$ cat config.mk
export PLATFORM = sky130hd
export DESIGN_NAME = onewire_scratchpad_checker_unit
export DESIGN_NICKNAME = d
export VERILOG_FILES = /design/src/rtl/core/owcc_pkg.sv /design/src/rtl/core/owcc_regs.sv /design/src/rtl/core/owcc_front.sv /design/src/rtl/core/owcc_fifo.sv /design/src/rtl/core/owcc_back.sv /design/src/rtl/core/onewire_scratchpad_checker_unit.sv
export SDC_FILE = /design/constraint.sdc
export NUM_CORES = 1
export LEC_CHECK = 0
export BUFFER_PORTS_ARGS = -buffer_cell sky130_fd_sc_hd__buf_2
export CORE_MARGIN = 2
export CORE_UTILIZATION = 62
export DETAILED_ROUTE_END_ITERATION = 8
export PLACE_DENSITY = 0.94
export SYNTH_ARGS = -nofsm -noshare
export SYNTH_HDL_FRONTEND = slang
export SYNTH_HIERARCHICAL = 1
export SYNTH_SLANG_ARGS = --single-unit
$ cat constraint.sdc
create_clock -name clk -period 8.7 [get_ports clk]
set_input_delay 2.175 -clock clk [delete_from_list [all_inputs] [get_ports clk]]
set_output_delay 2.175 -clock clk [all_outputs]
set_load 0.01 [all_outputs]
$ cat src/rtl/core/owcc_pkg.sv
// shared types, constants and the crc-8 step for the scratchpad checker
// no dependencies
package owcc_pkg;

    localparam int FRAME_BYTES = 9;
    localparam logic [3:0] LAST_INDEX = 4'(FRAME_BYTES - 1);

    localparam logic [7:0] CRC_POLY = 8'h8C;
    localparam logic [63:0] ALL_ONES_ID = 64'hFFFF_FFFF_FFFF_FFFF;
    // 512 degrees in 1/16 degree units
    localparam logic signed [15:0] FAULT_TEMPERATURE = 16'sd8192;

    localparam int IN_W = 8;
    localparam int OUT_W = 96;
    localparam int ADDR_W = 4;
    localparam int DATA_W = 32;

    localparam int FIFO_DEPTH = 2;
    localparam int FIFO_PTR_W = 1;
    localparam int FIFO_CNT_W = 2;

    localparam logic [1:0] REG_SENSOR_KIND = 2'd0;
    localparam logic [1:0] REG_ERROR_LIMIT = 2'd1;
    localparam logic [1:0] REG_ABSENT_HOLD = 2'd2;

    localparam logic KIND_TEMPERATURE = 1'b0;

    typedef struct packed {
        logic        crc_ok;
        logic [63:0] bytes;
    } frame_t;

    typedef struct packed {
        logic        sensor_kind;
        logic [7:0]  error_limit;
        logic [15:0] absent_hold;
    } cfg_t;

    typedef struct packed {
        logic full;
        logic empty;
    } fifo_status_t;

    // reflected crc-8, one byte, lsb first
    function automatic logic [7:0] crc8_byte(input logic [7:0] crc, input logic [7:0] data);
        logic [7:0] c;
        logic [7:0] d;
        c = crc;
        d = data;
        for (int k = 0; k < 8; k++)
        begin
            if (c[0] ^ d[0])
                c = (c >> 1) ^ CRC_POLY;
            else
                c = c >> 1;
            d = d >> 1;
        end
        return c;
    endfunction

endpackage

$ cat src/rtl/core/owcc_regs.sv
// configuration registers behind the apb-style port
// depends on owcc_pkg
module owcc_regs (
    input  logic                          clk,
    input  logic                          rst_n,
    input  logic                          psel,
    input  logic                          penable,
    input  logic                          pwrite,
    input  logic [owcc_pkg::ADDR_W-1:0]   paddr,
    input  logic [owcc_pkg::DATA_W-1:0]   pwdata,
    output logic [owcc_pkg::DATA_W-1:0]   prdata,
    output logic                          pready,
    output owcc_pkg::cfg_t                cfg
);

    owcc_pkg::cfg_t cfg_reg;
    owcc_pkg::cfg_t cfg_next;
    logic           wr_en;

    assign pready = 1'b1;
    assign wr_en  = psel & penable & pwrite & pready;

    always_comb
    begin
        cfg_next = cfg_reg;
        if (wr_en)
        begin
            case (paddr[3:2])
                owcc_pkg::REG_SENSOR_KIND: cfg_next.sensor_kind = pwdata[0];
                owcc_pkg::REG_ERROR_LIMIT: cfg_next.error_limit = pwdata[7:0];
                owcc_pkg::REG_ABSENT_HOLD: cfg_next.absent_hold = pwdata[15:0];
                default: cfg_next = cfg_reg;
            endcase
        end
    end

    always_ff @(posedge clk or negedge rst_n)
    begin
        if (!rst_n)
        begin
            cfg_reg.sensor_kind <= 1'b0;
            cfg_reg.error_limit <= 8'd3;
            cfg_reg.absent_hold <= 16'd10;
        end
        else
        begin
            cfg_reg <= cfg_next;
        end
    end

    always_comb
    begin
        case (paddr[3:2])
            owcc_pkg::REG_SENSOR_KIND: prdata = {31'd0, cfg_reg.sensor_kind};
            owcc_pkg::REG_ERROR_LIMIT: prdata = {24'd0, cfg_reg.error_limit};
            owcc_pkg::REG_ABSENT_HOLD: prdata = {16'd0, cfg_reg.absent_hold};
            default: prdata = '0;
        endcase
    end

    assign cfg = cfg_reg;

endmodule

$ cat src/rtl/core/owcc_front.sv
// front end: takes bytes, tracks position, runs the crc and collects the id
// depends on owcc_pkg
module owcc_front (
    input  logic                          clk,
    input  logic                          rst_n,
    input  logic                          in_valid,
    output logic                          in_ready,
    input  logic [7:0]                    rx_byte,
    input  logic                          frame_start,
    input  owcc_pkg::fifo_status_t        fifo_status,
    output logic                          push,
    output owcc_pkg::frame_t              push_frame
);

    logic [3:0]  byte_index_reg;
    logic [3:0]  byte_index_next;
    logic [7:0]  crc_acc_reg;
    logic [7:0]  crc_acc_next;
    logic [63:0] frame_bytes_reg;
    logic [63:0] frame_bytes_next;

    logic [3:0]  idx_eff;
    logic [7:0]  crc_eff;
    logic [63:0] bytes_eff;
    logic        accept;
    logic        is_crc_byte;

    assign in_ready = !fifo_status.full;
    assign accept   = in_valid & in_ready;

    // frame start clears the running state before the byte is used
    assign idx_eff   = frame_start ? 4'd0 : byte_index_reg;
    assign crc_eff   = frame_start ? 8'd0 : crc_acc_reg;
    assign bytes_eff = frame_start ? 64'd0 : frame_bytes_reg;

    assign is_crc_byte = (idx_eff >= owcc_pkg::LAST_INDEX);

    always_comb
    begin
        byte_index_next  = byte_index_reg;
        crc_acc_next     = crc_acc_reg;
        frame_bytes_next = frame_bytes_reg;
        if (accept)
        begin
            if (!is_crc_byte)
            begin
                byte_index_next  = idx_eff + 4'd1;
                crc_acc_next     = owcc_pkg::crc8_byte(crc_eff, rx_byte);
                frame_bytes_next = {bytes_eff[55:0], rx_byte};
            end
            else
            begin
                byte_index_next  = 4'd0;
                crc_acc_next     = 8'd0;
                frame_bytes_next = 64'd0;
            end
        end
    end

    assign push              = accept & is_crc_byte;
    assign push_frame.crc_ok = (crc_eff == rx_byte);
    assign push_frame.bytes  = bytes_eff;

    always_ff @(posedge clk or negedge rst_n)
    begin
        if (!rst_n)
        begin
            byte_index_reg  <= 4'd0;
            crc_acc_reg     <= 8'd0;
            frame_bytes_reg <= 64'd0;
        end
        else
        begin
            byte_index_reg  <= byte_index_next;
            crc_acc_reg     <= crc_acc_next;
            frame_bytes_reg <= frame_bytes_next;
        end
    end

endmodule

$ cat src/rtl/core/owcc_fifo.sv
// short queue of finished frames between front and back
// depends on owcc_pkg
module owcc_fifo (
    input  logic                     clk,
    input  logic                     rst_n,
    input  logic                     push,
    input  owcc_pkg::frame_t         push_frame,
    input  logic                     pop,
    output owcc_pkg::frame_t         head,
    output owcc_pkg::fifo_status_t   status
);

    owcc_pkg::frame_t                entry_reg [owcc_pkg::FIFO_DEPTH];
    logic [owcc_pkg::FIFO_PTR_W-1:0] wr_ptr_reg;
    logic [owcc_pkg::FIFO_PTR_W-1:0] wr_ptr_next;
    logic [owcc_pkg::FIFO_PTR_W-1:0] rd_ptr_reg;
    logic [owcc_pkg::FIFO_PTR_W-1:0] rd_ptr_next;
    logic [owcc_pkg::FIFO_CNT_W-1:0] count_reg;
    logic [owcc_pkg::FIFO_CNT_W-1:0] count_next;

    assign status.full  = (count_reg == owcc_pkg::FIFO_CNT_W'(owcc_pkg::FIFO_DEPTH));
    assign status.empty = (count_reg == '0);
    assign head         = entry_reg[rd_ptr_reg];

    always_comb
    begin
        wr_ptr_next = push ? wr_ptr_reg + 1'b1 : wr_ptr_reg;
        rd_ptr_next = pop ? rd_ptr_reg + 1'b1 : rd_ptr_reg;
        count_next  = count_reg;
        if (push && !pop)
            count_next = count_reg + 1'b1;
        else if (pop && !push)
            count_next = count_reg - 1'b1;
    end

    always_ff @(posedge clk)
    begin
        if (push)
            entry_reg[wr_ptr_reg] <= push_frame;
    end

    always_ff @(posedge clk or negedge rst_n)
    begin
        if (!rst_n)
        begin
            wr_ptr_reg <= '0;
            rd_ptr_reg <= '0;
            count_reg  <= '0;
        end
        else
        begin
            wr_ptr_reg <= wr_ptr_next;
            rd_ptr_reg <= rd_ptr_next;
            count_reg  <= count_next;
        end
    end

endmodule

$ cat src/rtl/core/owcc_back.sv
// back end: per-frame decision (temperature or key) and the output register
// depends on owcc_pkg
module owcc_back (
    input  logic                          clk,
    input  logic                          rst_n,
    input  owcc_pkg::cfg_t                cfg,
    input  owcc_pkg::frame_t              head,
    input  owcc_pkg::fifo_status_t        fifo_status,
    output logic                          pop,
    output logic                          out_valid,
    input  logic                          out_ready,
    output logic [owcc_pkg::OUT_W-1:0]    out_data
);

    logic [7:0]                    fail_count_reg;
    logic [7:0]                    fail_count_next;
    logic [15:0]                   absent_count_reg;
    logic [15:0]                   absent_count_next;
    logic                          valid_reg;
    logic                          valid_next;
    logic [owcc_pkg::OUT_W-1:0]    data_reg;

    logic signed [15:0]            temperature;
    logic                          temperature_updated;
    logic [63:0]                   key_id;
    logic                          key_updated;
    logic [owcc_pkg::OUT_W-1:0]    packed_word;

    assign pop = !fifo_status.empty && (!valid_reg || out_ready);

    always_comb
    begin
        temperature         = '0;
        temperature_updated = 1'b0;
        key_id              = 64'd0;
        key_updated         = 1'b0;
        fail_count_next     = fail_count_reg;
        absent_count_next   = absent_count_reg;
        if (cfg.sensor_kind == owcc_pkg::KIND_TEMPERATURE)
        begin
            if (head.crc_ok)
            begin
                // byte 1 is the high half, byte 0 (oldest, top of word) the low half
                temperature         = {head.bytes[55:48], head.bytes[63:56]};
                temperature_updated = 1'b1;
                fail_count_next     = 8'd0;
            end
            else if (fail_count_reg < cfg.error_limit)
            begin
                fail_count_next = fail_count_reg + 8'd1;
            end
            else
            begin
                temperature         = owcc_pkg::FAULT_TEMPERATURE;
                temperature_updated = 1'b1;
            end
        end
        else
        begin
            if (head.bytes == owcc_pkg::ALL_ONES_ID && absent_count_reg != 16'd0)
            begin
                absent_count_next = absent_count_reg - 16'd1;
            end
            else
            begin
                key_id      = head.bytes;
                key_updated = 1'b1;
                if (head.bytes == owcc_pkg::ALL_ONES_ID)
                    absent_count_next = cfg.absent_hold;
            end
        end
    end

    // word layout from bit 0: crc_ok, temperature, temperature_updated,
    // key_id, key_updated, error_count, zero pad
    assign packed_word = {5'd0, fail_count_next, key_updated, key_id,
                          temperature_updated, temperature, head.crc_ok};

    assign valid_next = pop ? 1'b1 : (valid_reg && !out_ready);

    always_ff @(posedge clk or negedge rst_n)
    begin
        if (!rst_n)
        begin
            fail_count_reg   <= 8'd0;
            absent_count_reg <= 16'd0;
            valid_reg        <= 1'b0;
        end
        else
        begin
            valid_reg <= valid_next;
            if (pop)
            begin
                fail_count_reg   <= fail_count_next;
                absent_count_reg <= absent_count_next;
            end
        end
    end

    always_ff @(posedge clk)
    begin
        if (pop)
            data_reg <= packed_word;
    end

    assign out_valid = valid_reg;
    assign out_data  = data_reg;

endmodule

$ cat src/rtl/core/onewire_scratchpad_checker_unit.sv
// top level of the one-wire scratchpad checker
// depends on owcc_pkg, owcc_regs, owcc_front, owcc_fifo, owcc_back
//
// Takes one byte per cycle of a nine-byte one-wire scratchpad read and returns one word per
// frame. The finished frame enters the queue at the edge that takes the ninth byte; the
// result word is then loaded from the queue head into the output register once that register
// is empty or its word is being taken, and m_tvalid rises with it.
// Throughput is one byte per cycle while s_tready is high, set by
// the byte-wide crc-8 update in the front end; a two-entry frame queue sits between the front
// end and the decision stage, so incoming bytes keep flowing while a result word waits on
// m_tready, and s_tready drops only when both queue entries are held. A byte with tuser set
// starts a new frame; otherwise bytes are counted in sequence. Registers (sensor_kind at 0x0,
// error_limit at 0x4, absent_hold at 0x8) should be written only while no frame is in flight.
module onewire_scratchpad_checker_unit (
    input  logic                          clk,
    input  logic                          rst_n,
    // slave stream
    input  logic                          s_tvalid,
    output logic                          s_tready,
    input  logic [owcc_pkg::IN_W-1:0]     s_tdata,   // [7:0] rx_byte
    input  logic                          s_tuser,   // [0] frame_start
    // master stream
    output logic                          m_tvalid,
    input  logic                          m_tready,
    // [0] crc_ok, [16:1] temperature, [17] temperature_updated, [81:18] key_id,
    // [82] key_updated, [90:83] error_count, [95:91] zero
    output logic [owcc_pkg::OUT_W-1:0]    m_tdata,
    // configuration
    input  logic                          psel,
    input  logic                          penable,
    input  logic                          pwrite,
    input  logic [owcc_pkg::ADDR_W-1:0]   paddr,
    input  logic [owcc_pkg::DATA_W-1:0]   pwdata,
    output logic [owcc_pkg::DATA_W-1:0]   prdata,
    output logic                          pready
);

    owcc_pkg::cfg_t          cfg;
    owcc_pkg::fifo_status_t  fifo_status;
    owcc_pkg::frame_t        push_frame;
    owcc_pkg::frame_t        head;
    logic                    push;
    logic                    pop;

    owcc_regs u_regs (
        .clk     (clk),
        .rst_n   (rst_n),
        .psel    (psel),
        .penable (penable),
        .pwrite  (pwrite),
        .paddr   (paddr),
        .pwdata  (pwdata),
        .prdata  (prdata),
        .pready  (pready),
        .cfg     (cfg)
    );

    owcc_front u_front (
        .clk         (clk),
        .rst_n       (rst_n),
        .in_valid    (s_tvalid),
        .in_ready    (s_tready),
        .rx_byte     (s_tdata),
        .frame_start (s_tuser),
        .fifo_status (fifo_status),
        .push        (push),
        .push_frame  (push_frame)
    );

    owcc_fifo u_fifo (
        .clk        (clk),
        .rst_n      (rst_n),
        .push       (push),
        .push_frame (push_frame),
        .pop        (pop),
        .head       (head),
        .status     (fifo_status)
    );

    owcc_back u_back (
        .clk         (clk),
        .rst_n       (rst_n),
        .cfg         (cfg),
        .head        (head),
        .fifo_status (fifo_status),
        .pop         (pop),
        .out_valid   (m_tvalid),
        .out_ready   (m_tready),
        .out_data    (m_tdata)
    );

endmodule

; ---- Word-level counts from Yosys, hierarchy flattened
; Memories as Yosys holds them, arrays and structs flattened.
; Index checks and enable logic that the tools add are counted.
[totals]
ff_bits = 221
mem_bits_rw = 130
inputBits = 52
out_inout_bits = 131
wordCells = 118
memories = 1
[op_classes]
add_sub_neg = 7
n_lt_le_gt_ge = 2
n_eq_ne = 5
n_mux = 44
n_bitwise = 21
n_reduce_logical = 22
[memory_table]
columns = name, depth, width, rd, rd_clocked_by_memory_dff, wr, line
row1 = u_fifo.entry_reg, 2, 65, 1, 0, 1, owcc_fifo.sv:13  ; owcc_pkg::frame_t entry_reg [owcc_pkg::FIFO_DEPTH];
[ops]
columns = op, count
row1 = two-way mux 8 bit, 27
row2 = two-way mux 64 bit, 2
row3 = equality test 64 bit (second input constant), 1
row4 = two-way mux 16 bit, 3
row5 = case mux 16 bit (3 select lines), 1
row6 = NOT 2 -> 3 bit, 8
row7 = nonzero test 16 bit, 1
row8 = subtractor 16 x 1 -> 16 bit (second input constant), 1
row9 = two-way mux 14 bit, 1
row10 = adder 8 x 1 -> 8 bit (second input constant), 1
row11 = equality test 8 bit, 1
row12 = < comparator 8 bit, 1
row13 = two-way mux 4 bit, 2
row14 = XOR 1 bit, 8
row15 = logical NOT 1 bit, 6
row16 = two-way mux 1 bit, 6
row17 = AND reduction 2 bit, 3
row18 = logical AND 1 bit, 5
row19 = adder 4 x 1 -> 4 bit (second input constant), 1
row20 = bitwise AND 1 bit, 4
row21 = equality test 2 bit (second input constant), 2
row22 = >= comparator 4 bit (second input constant), 1
row23 = logical NOT 2 bit, 2
row24 = two-way mux 2 bit, 2
row25 = other kinds (9), 11

; ---- Logic depth before layout (Yosys ltp)
; Gate-level depths: netlist of run 1.
[logic_depth]
word_depth = 32
depth_mapped = 10
ltp_nobuf = 8

; ---- Cells and area by module
; The synthesis of run 1 kept the hierarchy.
[by_module_without_submodules]
columns = mod, n_inst, cells_each, area_per_inst_um2, seq_area_each_um2
row1 = owcc_back, 1, 467, 5571.6, 3358.2
row2 = owcc_fifo, 1, 218, 5038.6, 4003.8
row3 = owcc_front, 1, 319, 3611.0, 1901.8
row4 = owcc_regs, 1, 96, 1267.5, 630.6

; ---- Worst setup path before layout of run 1
; Ideal clock, no wire load.
[synth_timing]
path_kind = input to register
startpoint = input port s_tvalid
endpoint = memory u_fifo/entry_reg[0][0] in the netlist's numbering (enable)
setup_ns = 0.496
arrival_ns = 5.876
t_required_ns = 8.204
setup_slack_ns = 2.328
stages = 5
path_buffers = 2
path_cell_list = nand2_1 clkbuf_1 clkbuf_1 nor2_1 nor2b_1
[synth_between]
elab_chain_cells = 4
[synth_rtl]
columns = element, line
row1 = from (decl), onewire_scratchpad_checker_unit.sv:18  ; input logic s_tvalid,
row2 = bitwise AND 1 bit, owcc_front.sv:29  ; assign accept = in_valid & in_ready;
row3 = bitwise AND 1 bit, owcc_front.sv:60  ; assign push = accept & is_crc_byte;
row4 = named net push, onewire_scratchpad_checker_unit.sv:42  ; logic push;
row5 = two-way mux 1 bit, owcc_fifo.sv:38  ; if (push)
row6 = two-way mux 1 bit (not written as such), owcc_fifo.sv:39  ; entry_reg[wr_ptr_reg] <= push_frame;
row7 = to (decl), owcc_fifo.sv:13
; The timed path passes the listed nets, and every way through them passes these cells.

; ---- Worst setup path in the final report of run 1
[layout_timing]
startpoint = input port paddr[3] in the netlist's numbering
endpoint = output port prdata[3] in the netlist's numbering
[layout_between]
elab_chain_cells = 2
elab_cells_between_ends = 4
cone_classes = 2 x eq/ne / 1 x mux / 1 x reduce/logical
[layout_rtl]
columns = element, line
row1 = from (decl), onewire_scratchpad_checker_unit.sv:32  ; input logic [owcc_pkg::ADDR_W-1:0] paddr,
row2 = "equality test 2 bit, or another cell as far along", owcc_regs.sv:53  ; case (paddr[3:2])
row3 = case mux 16 bit (3 select lines) *, owcc_regs.sv:53
row4 = to (decl), onewire_scratchpad_checker_unit.sv:34  ; output logic [owcc_pkg::DATA_W-1:0] prdata,
; Every way passes the cells marked *; elsewhere a longest branch is shown, timed or not.

==> results of run 1 <==
[logic make-up after synthesis]
| logic type | Yosys count | share of synthesized area, % |
|---|---|---|
| DFF | 351 | 63.88 |
| and+or+nand+nor | 349 | 13.64 |
| AOI/OAI and AO/OA | 162 | 7.941 |
| muxes | 93 | 7.715 |
| buffers and inverters | 93 | 3.352 |
| xor gates and xnor gates | 36 | 2.351 |
| adders and majority gates | 13 | 1.050 |
| other | 3 | 0.07270 |
[placed cells by master (no fill, tap or decap), types with 5 or more instances in the layout]
| cell type | n |
|---|---|
| buf_4 | 9 |
| mux2_4 | 40 |
| a31oi_1 | 8 |
| edfxtp_1 | 221 |
| and2_1 | 90 |
| dfrtp_1 | 125 |
| xnor2_1 | 24 |
| nor3_1 | 12 |
| o211ai_1 | 7 |
| ha_1 | 13 |
| buf_2 | 141 |
| nand3_1 | 14 |
| nor2b_1 | 78 |
| a22o_1 | 75 |
| nand2_1 | 32 |
| inv_1 | 17 |
| clkbuf_16 | 34 |
| a2bb2oi_1 | 5 |
| nor4_1 | 12 |
| clkbuf_1 | 10 |
| a21oi_1 | 11 |
| a21o_1 | 5 |
| nand4_1 | 38 |
| nor2_1 | 28 |
| o21ai_0 | 25 |
| conb_1 | 22 |
| mux2_2 | 51 |
| xor2_1 | 7 |
| o21ai_1 | 5 |
[path summary, 6_finish.rpt]
check	start	to	cells after the start
worst max-delay path	paddr[3]	prdata[3]	4
max in group asynchronous	rst_n	u_back/absent_count_reg[3]	2
worst min-delay path	u_front/byte_index_reg[0]	u_front/byte_index_reg[0]	2
worst max register to register	u_fifo/rd_ptr_reg	u_back/absent_count_reg[1]	6
worst min register to register	u_front/byte_index_reg[0]	u_front/byte_index_reg[0]	2
min in group asynchronous	rst_n	u_regs/cfg[12]	1
[worst register-to-register path: stages (launching register included)]
cell and delay [ns]:
dfrtp_4 1.18, mux2_2 0.41, nand4_1 0.17, nor4_1 0.59, nand4_1 0.57, nor2_1 1.04, o21ai_0 0.20
[metal layers]
layer  vias to the layer above  share of wire (%)
li1                       4301                  -
met1                      4941                 37
met2                       641                 50
met3                       127                8.6
met4                         0                5.0
met5                         -                  0
[report_power, final]
part	total [mW]	internal [mW]	switching (mW)
sequential	2.45	2.16	0.286
combinational	1.35	0.601	0.749
clock	1.48	0.868	0.613
total	5.28	3.63	1.65
[layout make-up]
cell class / count / area, sq um / area share [%]
clock buffer: 46 / 915.9 / 5.253
clock inverter: 16 / 205.2 / 1.177
inverter: 18 / 68.82 / 0.3947
multi-input combinational: 675 / 5170 / 29.65
sequential: 351 / 9898 / 56.77
tap: 324 / 405.4 / 2.325
timing repair buffer: 150 / 773.2 / 4.435
[stage by stage]
stage | area [sq um] | total power, mW | std cells | hold WS, ns
3_5_place_dp | 16320 | 3.779 | 1518 | 0.4676
5_1_grt | 17440 | 5.492 | 1580 | 0.5078
6_report | 17440 | 5.280 | 1580 | 0.4834
3_3_place_gp | 16320 | 3.699 | 1518 | 0.4541
2_1_floorplan | 15560 | 3.348 | 1119 | 0.4407
4_1_cts | 17440 | 5.282 | 1580 | 0.4816
==> metrics.md, run 1 <==
| Metric | Value |
|---|---|
| Port buffer count | 142 |
| Vias in the first global route | 9798 |
| Peak VDD IR | 155.4 uV |
| Post-synth EDFFs | 221 |
| Max-cap check violation count | 0 |
| Post-place setup slack | 3.081 ns |
| Count leader, synth | edfxtp_1 |
| Layout Utilization | 71.49% |
| CP startpoint kind | primary input |
| Chip height | 162.1 um |
| Met1 usage | 35.59% |
| Status | completed |
| Final Max Slew Viols | 0 |
| Largest register FFs | 130 |
| Clk_lat worst skew | 0.52 ns |
| Largest area contributor in the netlist | edfxtp_1 |
| Die X | 162.1 um |
| Total GRT Usage | 27.22% |
| Actual slew at the worst max-slew pin | 1.167 ns |
| Vias per cell | 6.335 |
| RSZ-0062 raised after global routing | no |
| Initial antenna violation count | 0 |
| Tcrit/Tclk final | 66.42% |
| FP Rows | 57 |
| Sequential element share of the synthesized area | 63.88% |
| Mapped cell area | 15490 sq um |
| Register bit total from synthesis | 351 |
| Core ar. | 24390 sq um |
| Final hold violation count | 0 |
| Ports | 183 |
| Largest net degree at the start of global routing | 92 |
| M2 GR Usage | 44.95% |
| Clk sink count | 351 |
| Worst path most repeated cell | buf_2 |
| Largest stage delay, worst path | 0.81 ns |
| H-tree depth | 2 |
| Filler instances | 1462 |
| Synth warn | 6 |
| Synth area leaders | edfxtp_1 (43%), dfrtp_1 (20%), a22o_1 (4.2%), mux2_4 (3.9%), mux2_2 (3.7%) |
| Slowest cell on crit path | nor2b_1 |
| WL/cell | 22.55 um |
| Worst Path Max Fanout | 15 |
| Post-CTS Repair Setup Buffers | 0 |
| Synth top area share | 42.85% |
| Final worst setup slack | 2.921 ns |
| # DRC | 0 |
| Post-CTS Hold Buffers | 0 |
| Drt first-iter violations | 1145 |
| Finish-stage setup viols | 0 |
| CP Cell Sequence | buf_2, nor2b_1, a22o_1, buf_2 |
| TritonCTS Buffers | 34 |
| Root Buffer | clkbuf_16 |
| Hold crit path type | flip-flop to flip-flop |
| CP bufs+invs | 2 |
| Power per cell area | 302.8 nW/um^2 |
| CP arrival | 3.60 ns |
| Max-slew headroom | 22.23% |
| Drt pass-1 iters | 5 |
| Total grt overflow | 0 |
| Post-synth top cells | edfxtp_1 (221), dfrtp_1 (126), and2_1 (91) |
| HPWL Detailed | 21.16 mm |
| Layout Nets | 1295 |
| Leakage power | 7.110 nW |
| Synth async-reset ratio | 37.04% |
| GR peak layer | met2 |
| Via count | 10010 |
| Share of layout cells above drive strength 1 | 25.56% |
| Worst R2R Setup Slack | 4.37 ns |
| Cells after Synth | 1100 |
| Ant. Diodes | 0 |
| Req. time, crit path | 6.53 ns |
| Starting density of the core | 63.50% |
| Layout Skew | 0.01616 ns |
| Post-layout minimum cycle time | 5.779 ns |
| Cell variety after synth | 70 |
| CTS tree | built |
| Worst Setup Path Type | primary input to output pin |
| Setup tns final | 0 ns |
| Routed Wire Length | 35.63 mm |
| Synth-to-Final Area Change | 12.58% |
| Die area | 26260 sq um |
| GPL Wtd Cong | 0.8850 |
| First-pass GRT wire length | 55.36 mm |
| Clock-pin slew of the registers on the worst-case setup and hold paths | 0.06 ns |
| Primary FF master, synth | edfxtp_1 |
| Worst Setup End Kind | output pin |
| Fmax achieved | 0.1731 GHz |
| Met3 GRT Util | 4.852% |
| Syn_area_per_cell | 14.08 sq um |
| Crit path max-delay family | simple AND/OR/NAND/NOR gates |
| Post-CTS sizing | 0 |
| CTS max path bufs | 3 |
| Final antenna-violating net count | 0 |
Power figures use the tool's default switching activity.
==> inputs of run 2 (changes only) <==
--- a/config.mk
+++ b/config.mk
@@ -5,11 +5,12 @@
 export SDC_FILE = /design/constraint.sdc
 export NUM_CORES = 1
 export LEC_CHECK = 0
+export ABC_AREA = 1
 export BUFFER_PORTS_ARGS = -buffer_cell sky130_fd_sc_hd__buf_2
 export CORE_MARGIN = 2
-export CORE_UTILIZATION = 62
+export CORE_UTILIZATION = 59
 export DETAILED_ROUTE_END_ITERATION = 8
-export PLACE_DENSITY = 0.94
+export PLACE_DENSITY = 0.9
 export SYNTH_ARGS = -nofsm -noshare
 export SYNTH_HDL_FRONTEND = slang
 export SYNTH_HIERARCHICAL = 1
==> constraint.sdc (replaced) <==
create_clock -name clk -period 5.7 [get_ports clk]
set_input_delay 1.425 -clock clk [delete_from_list [all_inputs] [get_ports clk]]
set_output_delay 1.425 -clock clk [all_outputs]
set_load 0.01 [all_outputs]
==> run 2 against run 1 <==
  * Area after synthesis up 5.5%
  * Clock skew rose by 0.015 ns
  * First-iteration DRC count fell by 16%
  * Largest power group unchanged
  * Highest routed layer unchanged
  * Via count is 11% higher
  * Combinational power grew 50%
==> metrics.md, run 2 <==
| Metric | Value |
|---|---|
| Count leader, synth | nand2_1 |
| Die area | 29040 sq um (+11%) |
| Chip height | 170.4 um (+5.2%) |
| Port buffer count | 142 (unchanged) |
| Mapped cell area | 16340 sq um (+5.5%) |
| Routed Wire Length | 35.01 mm (-1.7%) |
| Actual slew at the worst max-slew pin | 1.182 ns (+0.01542 ns) |
| Largest register FFs | 130 (unchanged) |
| Syn_area_per_cell | 10.58 sq um (-25%) |
| Clock-pin slew of the registers on the worst-case setup and hold paths | 0.06 ns (about the same) |
| Vias in the first global route | 11104 (+13%) |
| Clk_lat worst skew | 0.53 ns (about the same) |
| CP arrival | 4.01 ns (+0.41 ns) |
| H-tree depth | 2 (unchanged) |
| Setup tns final | 0 ns (unchanged) |
| Share of layout cells above drive strength 1 | 20.95% (-4.6 points) |
| Peak VDD IR | 292.6 uV (+88%) |
| Post-layout minimum cycle time | 3.802 ns |
| Max-slew headroom | 21.20% (-1.0 points) |
| CTS max path bufs | 3 (unchanged) |
| Vias per cell | 5.340 (-16%) |
| Worst Path Max Fanout | 66 (+51) |
| CP startpoint kind | flip-flop |
| Sequential element share of the synthesized area | 60.55% (-3.3 points) |
| Die X | 170.4 um (+5.2%) |
| Worst Setup Path Type | flip-flop to flip-flop |
| Drt first-iter violations | 966 (-16%) |
| WHS | 0.4824 ns (-0.001001 ns) |
| Total grt overflow | 0 (unchanged) |
| First-pass GRT wire length | 55.92 mm (+1.0%) |
| Power per cell area | 431.1 nW/um^2 (+42%) |
| Most frequent cells in the layout | nand2_1 (391), edfxtp_1 (221), inv_1 (218) |
| Post-synth top cells | nand2_1 (391), edfxtp_1 (221), inv_1 (219) |
| Starting density of the core | 60.30% (-3.2 points) |
| Clk sink count | 351 (unchanged) |
| Most common cell after layout, fill and taps aside | nand2_1 |
| Synth area leaders | edfxtp_1 (41%), dfrtp_1 (19%), nand2_1 (9.0%), inv_1 (5.0%), mux2_4 (3.7%) |
| Hold crit path type | flip-flop to flip-flop |
| Post-synth EDFFs | 221 (unchanged) |
| RSZ-0062 raised after global routing | no |
| Final hold violation count | 0 (unchanged) |
| Ant. Diodes | 0 (unchanged) |
| CTS tree | built |
| Post-CTS Repair Setup Buffers | 0 (unchanged) |
| Final antenna-violating net count | 0 (unchanged) |
| WL/cell | 16.79 um (-26%) |
| Initial antenna violation count | 0 (unchanged) |
| Max-cap check violation count | 0 (unchanged) |
| Leakage power | 8.537 nW (+20%) |
| Largest area contributor in the netlist | edfxtp_1 |
| Synth top area share | 40.61% (-2.2 points) |
| Layout Utilization | 67.59% (-3.9 points) |
| Worst R2R Setup Slack | 1.90 ns (-2.47 ns) |
| Final Max Slew Viols | 0 (unchanged) |
| Total GRT Usage | 24.37% (-2.8 points) |
| Primary FF master, synth | edfxtp_1 |
| Finish-stage setup viols | 0 (unchanged) |
| Largest net degree at the start of global routing | 79 (-14%) |
| Drt pass-1 iters | 5 (unchanged) |
| Root Buffer | clkbuf_16 |
| Via count | 11140 (+11%) |
| Layout Skew | 0.03110 ns (+0.01495 ns) |
| # DRC | 0 (unchanged) |
| Core ar. | 27100 sq um (+11%) |
| TritonCTS Buffers | 36 (+5.9%) |
| Cell variety after synth | 47 (-33%) |
| Tcrit/Tclk final | 66.71% |
| Req. time, crit path | 5.91 ns (-0.62 ns) |
| Synth warn | 6 (unchanged) |
| Post-CTS sizing | 0 (unchanged) |
| HPWL Detailed | 22.55 mm (+6.6%) |
| Fmax achieved | 0.2630 GHz |
| Synth async-reset ratio | 37.04% (unchanged) |
| GPL Wtd Cong | 0.9200 (+4.0%) |
| Ports | 183 (unchanged) |
| Cells after Synth | 1544 (+40%) |
| Register bit total from synthesis | 351 (unchanged) |
| FP Rows | 60 (+5.3%) |
| Layout Nets | 1751 (+35%) |
| Status | completed |
| Synth-to-Final Area Change | 12.09% |
| Worst Setup End Kind | flip-flop |
| Post-CTS Hold Buffers | 0 (unchanged) |
## run 2: cell count changes in the layout (fill, tap and decap cells not counted), sizes merged, moves of 75 or more
| cell | before | now |
|---|---|---|
| nor2b | 79 | 0 |
| inv | 20 | 235 |
| nor2 | 29 | 207 |
| and2 | 91 | 2 |
| nand2 | 33 | 399 |
| a22o | 75 | 0 |
## run 2: kinds of logic (layout without fill, tap and decap cells)
| family | Yosys count | count (layout) | synth area share (%) |
|---|---|---|---|
| AND/OR/NAND/NOR | 696 | 696 | 20.02 |
| other | 3 | 22 | 0.06890 |
| adder cells (fa/ha/maj) | 13 | 13 | 0.9954 |
| flip-flops | 351 | 351 | 60.55 |
| AO/OA/AOI/OAI | 83 | 83 | 2.672 |
| multiplexers | 65 | 65 | 5.398 |
| buffers and inverters | 305 | 456 | 8.660 |
| XOR/XNOR | 28 | 28 | 1.638 |
## run 2: worst max-delay path, stage by stage, from the launching register on
cell	delay (ns)
dfrtp_4	1.19
mux2_4	0.34
nand2_1	0.07
inv_1	0.12
nand4_1	0.10
nor2_1	0.21
nand2_2	0.15
nor2_8	0.26
nand2_8	0.14
nand2_8	0.69
nor2_1	0.11
## run 2: metal layers
layer / share of wire (%) / GRT usage [%] / up-vias
met4: 3.6 / 9.588 / 0
met5: 0 / 0 / -
met3: 6.2 / 3.605 / 101
met2: 51 / 42.12 / 515
met1: 40 / 31.17 / 5359
li1: - / - / 5165
## run 2: through the flow
stage	area [sq um]	setup slack, ns	power, mW	cells
2_1_floorplan	16410	0.4747	5.068	1563
3_3_place_gp	17180	2.096	5.543	2020
3_5_place_dp	17180	2.058	5.649	2020
4_1_cts	18320	1.949	7.926	2086
5_1_grt	18320	1.785	8.270	2086
6_report	18320	1.898	7.896	2086
## run 2: final timing paths
check	end	from	cells past startpoint
max in group asynchronous	u_front/frame_bytes_reg[50]	rst_n	2
worst max register to register	u_back/out_data[68]	u_fifo/rd_ptr_reg	10
min in group asynchronous	u_back/absent_count_reg[11]	rst_n	1
worst min-delay path	u_regs/cfg[1]	u_regs/cfg[1]	2
worst max-delay path	u_back/out_data[68]	u_fifo/rd_ptr_reg	10
worst min register to register	u_regs/cfg[1]	u_regs/cfg[1]	2
## run 2: area by class of cell
cell class              count  area [sq um]
repair buffers            153         795.8
clock inverters             8         77.57
clock buffers              58          1056
multi-input cells         907          5127
inverters                 237         897.1
fillers                  1855          8783
flip-flops and latches    351          9898
well taps                 372         465.4
## run 2: report_power, final
group	internal (mW)	switching, mW
clock network	1.32	0.940
logic	0.745	1.29
registers	3.29	0.309
total	5.36	2.54
